===== src/cmt_pkg.sv =====
// ----------------------------------------------------------------------------
// cmt_pkg
// Shared types and constants of the four-channel compare match timer.
// ----------------------------------------------------------------------------
package cmt_pkg;

    localparam int DATA_WIDTH  = 16;
    localparam int PRESC_WIDTH = 9;
    localparam int IE_BIT      = 6;
    localparam int MASK_WIDTH  = 4;

    typedef enum logic [1:0] {
        CMD_TICK  = 2'd0,
        CMD_WRITE = 2'd1,
        CMD_READ  = 2'd2
    } t_cmd;

    typedef enum logic [1:0] {
        SEL_CONTROL = 2'd0,
        SEL_COMPARE = 2'd1,
        SEL_COUNTER = 2'd2,
        SEL_START   = 2'd3
    } t_reg_sel;

    localparam logic [DATA_WIDTH-1:0] COMPARE_RESET = 16'hFFFF;

    // Per-channel strobe group driven by the top level
    typedef struct packed {
        logic                  tick;
        logic                  wr;
        t_reg_sel              sel;
        logic [DATA_WIDTH-1:0] wdata;
    } t_chan_ctl;

    // Last prescaler count of a prescaled tick: divisor minus one
    function automatic logic [PRESC_WIDTH-1:0] presc_limit(input logic [1:0] cs);
        logic [PRESC_WIDTH-1:0] lim;
        case (cs)
            2'd0:    lim = 9'd7;
            2'd1:    lim = 9'd31;
            2'd2:    lim = 9'd127;
            default: lim = 9'd511;
        endcase
        return lim;
    endfunction

endpackage


===== src/cmt_channel.sv =====
// ----------------------------------------------------------------------------
// cmt_channel
// One timer channel: registers, prescaler and compare match counter.
// ----------------------------------------------------------------------------
module cmt_channel #(
    parameter int COUNT_WIDTH = 16
) (
    input  logic                            i_clk,
    input  logic                            i_rst_n,
    input  cmt_pkg::t_chan_ctl              i_ctl,
    output logic [cmt_pkg::DATA_WIDTH-1:0]  o_rd_data,
    output logic                            o_match,
    output logic                            o_ie
);
    import cmt_pkg::*;

    logic [COUNT_WIDTH-1:0] r_counter,  n_counter;
    logic [COUNT_WIDTH-1:0] r_compare,  n_compare;
    logic [1:0]             r_cs,       n_cs;
    logic                   r_ie,       n_ie;
    logic                   r_run,      n_run;
    logic [PRESC_WIDTH-1:0] r_presc,    n_presc;

    logic [COUNT_WIDTH+DATA_WIDTH-1:0] wdata_ext;
    logic [COUNT_WIDTH+DATA_WIDTH-1:0] counter_ext;
    logic [COUNT_WIDTH+DATA_WIDTH-1:0] compare_ext;
    logic [COUNT_WIDTH+DATA_WIDTH-1:0] compare_rst_ext;
    logic [COUNT_WIDTH-1:0]            wdata_cw;
    logic                              presc_done;
    logic                              hit;

    assign wdata_ext       = {{COUNT_WIDTH{1'b0}}, i_ctl.wdata};
    assign wdata_cw        = wdata_ext[COUNT_WIDTH-1:0];
    assign counter_ext     = {{DATA_WIDTH{1'b0}}, r_counter};
    assign compare_ext     = {{DATA_WIDTH{1'b0}}, r_compare};
    assign compare_rst_ext = {{COUNT_WIDTH{1'b0}}, COMPARE_RESET};

    assign presc_done = (r_presc >= presc_limit(r_cs));
    assign hit        = (r_counter == r_compare);

    always_comb begin
        n_counter = r_counter;
        n_compare = r_compare;
        n_cs      = r_cs;
        n_ie      = r_ie;
        n_run     = r_run;
        n_presc   = r_presc;
        o_match   = 1'b0;
        if (i_ctl.tick && r_run) begin
            if (!presc_done) begin
                n_presc = r_presc + 1'b1;
            end else begin
                n_presc = '0;
                if (hit) begin
                    n_counter = '0;
                    o_match   = 1'b1;
                end else begin
                    n_counter = r_counter + 1'b1;
                end
            end
        end
        if (i_ctl.wr) begin
            case (i_ctl.sel)
                SEL_CONTROL: begin
                    n_cs = i_ctl.wdata[1:0];
                    n_ie = i_ctl.wdata[IE_BIT];
                end
                SEL_COMPARE: n_compare = wdata_cw;
                SEL_COUNTER: n_counter = wdata_cw;
                SEL_START:   n_run     = i_ctl.wdata[0];
                default:     n_run     = r_run;
            endcase
        end
    end

    always_comb begin
        case (i_ctl.sel)
            SEL_CONTROL: begin
                o_rd_data         = '0;
                o_rd_data[1:0]    = r_cs;
                o_rd_data[IE_BIT] = r_ie;
            end
            SEL_COMPARE: o_rd_data = compare_ext[DATA_WIDTH-1:0];
            SEL_COUNTER: o_rd_data = counter_ext[DATA_WIDTH-1:0];
            SEL_START:   o_rd_data = {{(DATA_WIDTH-1){1'b0}}, r_run};
            default:     o_rd_data = '0;
        endcase
    end

    assign o_ie = r_ie;

    always_ff @(posedge i_clk) begin
        if (!i_rst_n) begin
            r_counter <= '0;
            r_compare <= compare_rst_ext[COUNT_WIDTH-1:0];
            r_cs      <= '0;
            r_ie      <= 1'b0;
            r_run     <= 1'b0;
            r_presc   <= '0;
        end else begin
            r_counter <= n_counter;
            r_compare <= n_compare;
            r_cs      <= n_cs;
            r_ie      <= n_ie;
            r_run     <= n_run;
            r_presc   <= n_presc;
        end
    end

endmodule


===== src/compare_match_timer_4ch.sv =====
// ----------------------------------------------------------------------------
// compare_match_timer_4ch
// Multi-channel 16-bit compare match timer with per-channel prescaler.
// ----------------------------------------------------------------------------
// Input channel (i_in_valid / o_in_ready) carries one item per handshake:
// a peripheral-clock tick, a register write or a register read, addressed by
// i_channel and i_reg_sel. Output channel (o_out_valid / i_out_ready) returns
// exactly one item per input item: read data, match mask and interrupt mask.
// An accepted item lands in the input register; when it advances, it updates the channel
// state and its result is written to the result register on the same edge.
// Throughput is one item per cycle while the receiver does not stall; the only
// serial path is the channel state update.
// While the receiver stalls, the result register holds and the input register
// keeps at most one more item; o_in_ready drops only when both are full.
// Reset (synchronous, active low) stops all channels, clears counters,
// prescalers and control, sets compare values to 0xFFFF and empties both
// registers.
// ----------------------------------------------------------------------------
module compare_match_timer_4ch #(
    parameter int NUM_CHANNELS = 4,
    parameter int COUNT_WIDTH  = 16
) (
    input  logic                              i_clk,
    input  logic                              i_rst_n,
    input  logic                              i_in_valid,
    output logic                              o_in_ready,
    input  logic [1:0]                        i_cmd,
    input  logic [1:0]                        i_channel,
    input  logic [1:0]                        i_reg_sel,
    input  logic [cmt_pkg::DATA_WIDTH-1:0]    i_write_data,
    output logic                              o_out_valid,
    input  logic                              i_out_ready,
    output logic [cmt_pkg::DATA_WIDTH-1:0]    o_read_data,
    output logic [cmt_pkg::MASK_WIDTH-1:0]    o_match_mask,
    output logic [cmt_pkg::MASK_WIDTH-1:0]    o_irq_mask
);
    import cmt_pkg::*;

    logic                  r_in_valid;
    logic [1:0]            r_cmd;
    logic [1:0]            r_channel;
    logic [1:0]            r_reg_sel;
    logic [DATA_WIDTH-1:0] r_write_data;

    logic                  r_out_valid;
    logic [DATA_WIDTH-1:0] r_read_data, n_read_data;
    logic [MASK_WIDTH-1:0] r_match,     n_match;
    logic [MASK_WIDTH-1:0] r_irq,       n_irq;

    logic advance;
    logic is_tick, is_write, is_read;

    t_chan_ctl                           ch_ctl   [NUM_CHANNELS];
    logic [DATA_WIDTH-1:0]               ch_rd    [NUM_CHANNELS];
    logic [NUM_CHANNELS-1:0]             ch_match;
    logic [NUM_CHANNELS-1:0]             ch_ie;
    logic [NUM_CHANNELS+MASK_WIDTH-1:0]  match_pad;
    logic [NUM_CHANNELS+MASK_WIDTH-1:0]  irq_pad;

    assign advance    = r_in_valid && (!r_out_valid || i_out_ready);
    assign o_in_ready = !r_in_valid || advance;

    always_comb begin
        is_tick  = 1'b0;
        is_write = 1'b0;
        is_read  = 1'b0;
        case (t_cmd'(r_cmd))
            CMD_TICK:  is_tick  = 1'b1;
            CMD_WRITE: is_write = 1'b1;
            CMD_READ:  is_read  = 1'b1;
            default:   is_tick  = 1'b0;
        endcase
    end

    for (genvar c = 0; c < NUM_CHANNELS; c++) begin : g_chan
        assign ch_ctl[c].tick  = advance && is_tick;
        assign ch_ctl[c].wr    = advance && is_write && (int'(r_channel) == c);
        assign ch_ctl[c].sel   = t_reg_sel'(r_reg_sel);
        assign ch_ctl[c].wdata = r_write_data;

        cmt_channel #(
            .COUNT_WIDTH(COUNT_WIDTH)
        ) u_channel (
            .i_clk     (i_clk),
            .i_rst_n   (i_rst_n),
            .i_ctl     (ch_ctl[c]),
            .o_rd_data (ch_rd[c]),
            .o_match   (ch_match[c]),
            .o_ie      (ch_ie[c])
        );
    end

    // Channels past the mask width count but report no match bit
    assign match_pad = {{MASK_WIDTH{1'b0}}, ch_match};
    assign irq_pad   = {{MASK_WIDTH{1'b0}}, ch_match & ch_ie};

    always_comb begin
        n_read_data = '0;
        for (int c = 0; c < NUM_CHANNELS; c++) begin
            if (is_read && int'(r_channel) == c) begin
                n_read_data = n_read_data | ch_rd[c];
            end
        end
        n_match = match_pad[MASK_WIDTH-1:0];
        n_irq   = irq_pad[MASK_WIDTH-1:0];
    end

    always_ff @(posedge i_clk) begin
        if (!i_rst_n) begin
            r_in_valid  <= 1'b0;
            r_out_valid <= 1'b0;
        end else begin
            if (o_in_ready) begin
                r_in_valid <= i_in_valid;
            end
            if (advance) begin
                r_out_valid <= 1'b1;
            end else if (i_out_ready) begin
                r_out_valid <= 1'b0;
            end
        end
    end

    // Payload: load on accept, hold while stalled
    always_ff @(posedge i_clk) begin
        if (o_in_ready && i_in_valid) begin
            r_cmd        <= i_cmd;
            r_channel    <= i_channel;
            r_reg_sel    <= i_reg_sel;
            r_write_data <= i_write_data;
        end
        if (advance) begin
            r_read_data <= n_read_data;
            r_match     <= n_match;
            r_irq       <= n_irq;
        end
    end

    assign o_out_valid  = r_out_valid;
    assign o_read_data  = r_read_data;
    assign o_match_mask = r_match;
    assign o_irq_mask   = r_irq;

endmodule


===== config.mk =====
export PLATFORM = sky130hd
export DESIGN_NAME = compare_match_timer_4ch
export DESIGN_NICKNAME = d
export VERILOG_FILES = /design/src/cmt_pkg.sv /design/src/cmt_channel.sv /design/src/compare_match_timer_4ch.sv
export SDC_FILE = /design/constraint.sdc
export NUM_CORES = 1
export LEC_CHECK = 0
export BUFFER_PORTS_ARGS = -buffer_cell sky130_fd_sc_hd__buf_2
export CORE_MARGIN = 5
export CORE_UTILIZATION = 60
export CTS_CLUSTER_SIZE = 30
export DETAILED_ROUTE_END_ITERATION = 16
export PLACE_DENSITY_LB_ADDON = 0.1
export SLEW_MARGIN = 20
export SYNTH_ARGS = -nofsm -noshare
export SYNTH_HDL_FRONTEND = slang
export SYNTH_SLANG_ARGS = --single-unit

===== constraint.sdc =====
create_clock -name i_clk -period 4.5 [get_ports i_clk]
set_clock_uncertainty 0.05 [all_clocks]
set_input_delay 0 -clock i_clk [delete_from_list [all_inputs] [get_ports i_clk]]
set_output_delay 0 -clock i_clk [all_outputs]
set_load 0.01 [all_outputs]

==> summary.md <==
| Metric | Value |
|---|---|
| CP Cell Sequence | nor4bb_1, and3_1, nand3_1, and3_1, a21oi_1, o22ai_1 |
| Yosys top cell area share | 30.2% |
| Final WS setup | 1.50 ns |
| Ys flop type | dfxtp_1 |
| Seq/Total Area, Yosys | 41.7% |
| FF-to-FF End | g_chan[3].u_channel.r_counter[14] |
| Cells after DPL | 1,659 |
| Worst Path Required | 4.84 ns |
| Endpoint class of the critical path | register |
| Critical path class | reg2reg |
| Max Cap Violations | 0 |
| Synthesized area | 12,100 um2 |
| Core area | 19,700 um2 |
| Root buf cell | clkbuf_16 |
| Crit path to | g_chan[3].u_channel.r_counter[14] |
| Hold Path Stages | 2 |
| CTS clk-pin slew, worst paths | 0.06 ns |
| Yosys top cell by area | dfxtp_1 |
| Initial antenna violation count | 0 |
| Fin util | 68.8% |
| N_diodes | 0 |
| Vias per cell | 6.39 |
| Fin crit period | 3.00 ns |
| WP buf/inv | 0 |
| I/O Pins | 52 |
| Syn nets | 1,475 |
| Worst path most repeated cell | and3_1 |
| Worst-margin pin slew | 1.16 ns |
| DPL Wire Length | 23.3 mm |
| Worst hold path class | in2reg |
| Largest net degree at the start of global routing | 67 |
| Synth top area cells | dfxtp_1 30%, edfxtp_1 11%, nand2_1 6.8% |
| Crit. Startpoint | r_reg_sel[1] |
| First-pass GRT wire length | 55.2 mm |
| Vias in the first global route | 10,148 |
| Fmax | 333 MHz |
| R2R cell count | 6 |
| Stages on worst setup path | 6 |
| Crit-path slowest cell | edfxtp_1 |
| Post-synth EDFFs | 46 |
| VDD IR max | 0.323 mV |
| Routability cong. | 0.935 |
| Clock sinks | 228 |
| P per Cell Area | 330 nW/um2 |
| Netlist cell types | 66 |
| Final std cells w/o fill | 1,732 |
| DRC viols | 0 |
| CP max stage delay | 0.66 ns |
| CP top delay family | simple AND/OR/NAND/NOR gates |
| Async set-or-reset flop fraction in the synthesized netlist | 0% |
| Post-route cell area | 13,500 um2 |
| Cts repair resizes | 0 |
| Worst Path Max Fanout | 23 |
| CTS tree | done |
| Arr. time, crit path | 3.34 ns |
| Nets | 1,502 |
| Die outline height | 152 um |
| Internal reg-to-reg setup slack | 1.50 ns |
| Post-DRT Antenna Nets | 0 |
| Post-Syn Area per Cell | 8.49 um2 |
| Avg WL per Cell | 20.3 um |
| Cells after Synth | 1,421 |
| Pleak | 0.00496 uW |
| Final Hold Fails | 0 |
| Synth-to-layout area growth | 12.0% |
| GR Util All Layers | 30.6% |
| Initial Utilization | 61.4% |
| CTS buffer count | 25 |
| Max_slew headroom | 22.2% |
| Synthesized flop and latch total | 228 |
| Fin crit share | 66.7% |
| Die extent in x | 152 um |
| Initial drt markers | 1,303 |
| Drt pass-1 iters | 6 |
| Row count | 51 |
| Final Slew Violations | 0 |
| Outcome | complete, no violations |
| Via count | 11,073 |
| Crit Reg-Reg Startpoint | r_reg_sel[1] |
| PortBufs | 51 |
| Setup violators final | 0 |
| Remaining Overflow, GRT | 0 |
| Clock buffer depth | 3 |
| Synth Warn # | 0 |
| Max H-tree Level | 1 |
| Placed Area | 12,400 um2 |
| Crit start category | register |
| Die area | 23,000 um2 |
| Setup slack at placement | 1.63 ns |
| Final wirelength | 35.1 mm |
| Clock latency on the worst-skew pair | 0.53 ns |
| Ratio of cells with drive above 1 in the final layout | 8.79% |
| Setup_tns | 0 ns |
| RSZ-0062 raised after global routing | no |
-- layout make-up --
cell class                 instances  area, um2
fill                            1615       6140
clock inverter                     6       58.8
tap                              265        332
multi-input combinational       1088       6630
timing repair buffer              97        676
clock buffer                      40        763
sequential                       228       5020
inverter                           8       30.0
-- sequential cells by signal (all words and copies together), names as in the netlist --
name,cells
g_chan.u_channel.o_ie,4
g_chan.u_channel.r_compare,64
g_chan.u_channel.r_counter,64
g_chan.u_channel.r_cs,8
g_chan.u_channel.r_presc,36
g_chan.u_channel.r_run,4
o_irq_mask,4
o_match_mask,4
o_out_valid,1
o_read_data,16
r_channel,2
r_cmd,2
r_in_valid,1
r_reg_sel,2
r_write_data,16
-- power breakdown --
part	leakage, uW	internal [uW]	switching, uW
Sequential	0.00192	2120	69.6
Clock	0.000407	1220	829
Combinational	0.00263	91.2	137
Total	0.00496	3420	1040
-- synthesized netlist by cell type, types with 20 or more instances --
library cell	number
ha_1	28
mux2i_1	22
a21oi_1	53
clkbuf_1	74
edfxtp_1	46
and3_1	31
nand4_1	40
buf_2	20
xor2_1	29
xnor2_1	76
nor2_1	116
o21ai_0	89
nand2_1	218
dfxtp_1	182
nand3_1	109
a22oi_1	52
a31oi_1	32
-- layer usage --
layer / part of all wire, % / routed length [um] / track usage (%)
met1: 42 / 14900 / 43.5
met5: 0 / 0 / 0
met3: 9.7 / 3410 / 4.97
met4: 3.9 / 1360 / 10.9
met2: 44 / 15500 / 47.2
-- how the worst min path moves through the flow --
stage,start,end,slack [ns]
after floorplan,i_channel[0],r_channel[0],0.05
after global placement,i_write_data[7],r_write_data[7],0.13
after detailed placement,i_write_data[6],r_write_data[6],0.13
after CTS,i_write_data[2],r_write_data[2],0.11
after global routing,i_write_data[3],r_write_data[3],0.14
final,i_write_data[13],r_write_data[13],0.13
-- timing repair --
| item | 4_1_cts | 5_1_grt |
|---|---|---|
| hold endpoints to repair | 66 | 0 |
| hold buffers | 26 | 0 |
| setup buffers | 0 | 0 |
-- cells by family (layout without fill, tap and decap cells) --
family          after synthesis  after routing  synth area share (%)
simple gates                620            620                  25.2
fa+ha+maj                    28             28                  2.90
compound gates              309            309                  16.6
mux                          26             26                  2.57
flops                       228            228                  41.7
buf+inv                     105            151                  3.54
xor+xnor                    105            105                  7.62
-- placed cells by master, fill, tap and decap left out, drive strengths merged, types with 22 or more instances in the layout --
cell type and count:
ha 28, nand2 219, o21ai 89, a22oi 52
xor2 29, dfxtp 182, a21oi 53, xnor2 76
nor2 117, dlygate4sd3 26, buf 71, clkbuf 40
a31oi 32, and3 31, edfxtp 46, nand3 109
nand4 40, mux2i 22
-- per-stage QoR --
| step | total power (uW) | hold WS (ns) |
|---|---|---|
| finish | 4460 | 0.127 |
| CTS | 4470 | 0.109 |
| floorplan | 2330 | 0.0489 |
| global placement | 2430 | 0.126 |
| global route | 4590 | 0.140 |
| detailed placement | 2430 | 0.128 |
Power figures use the tool's default switching activity.
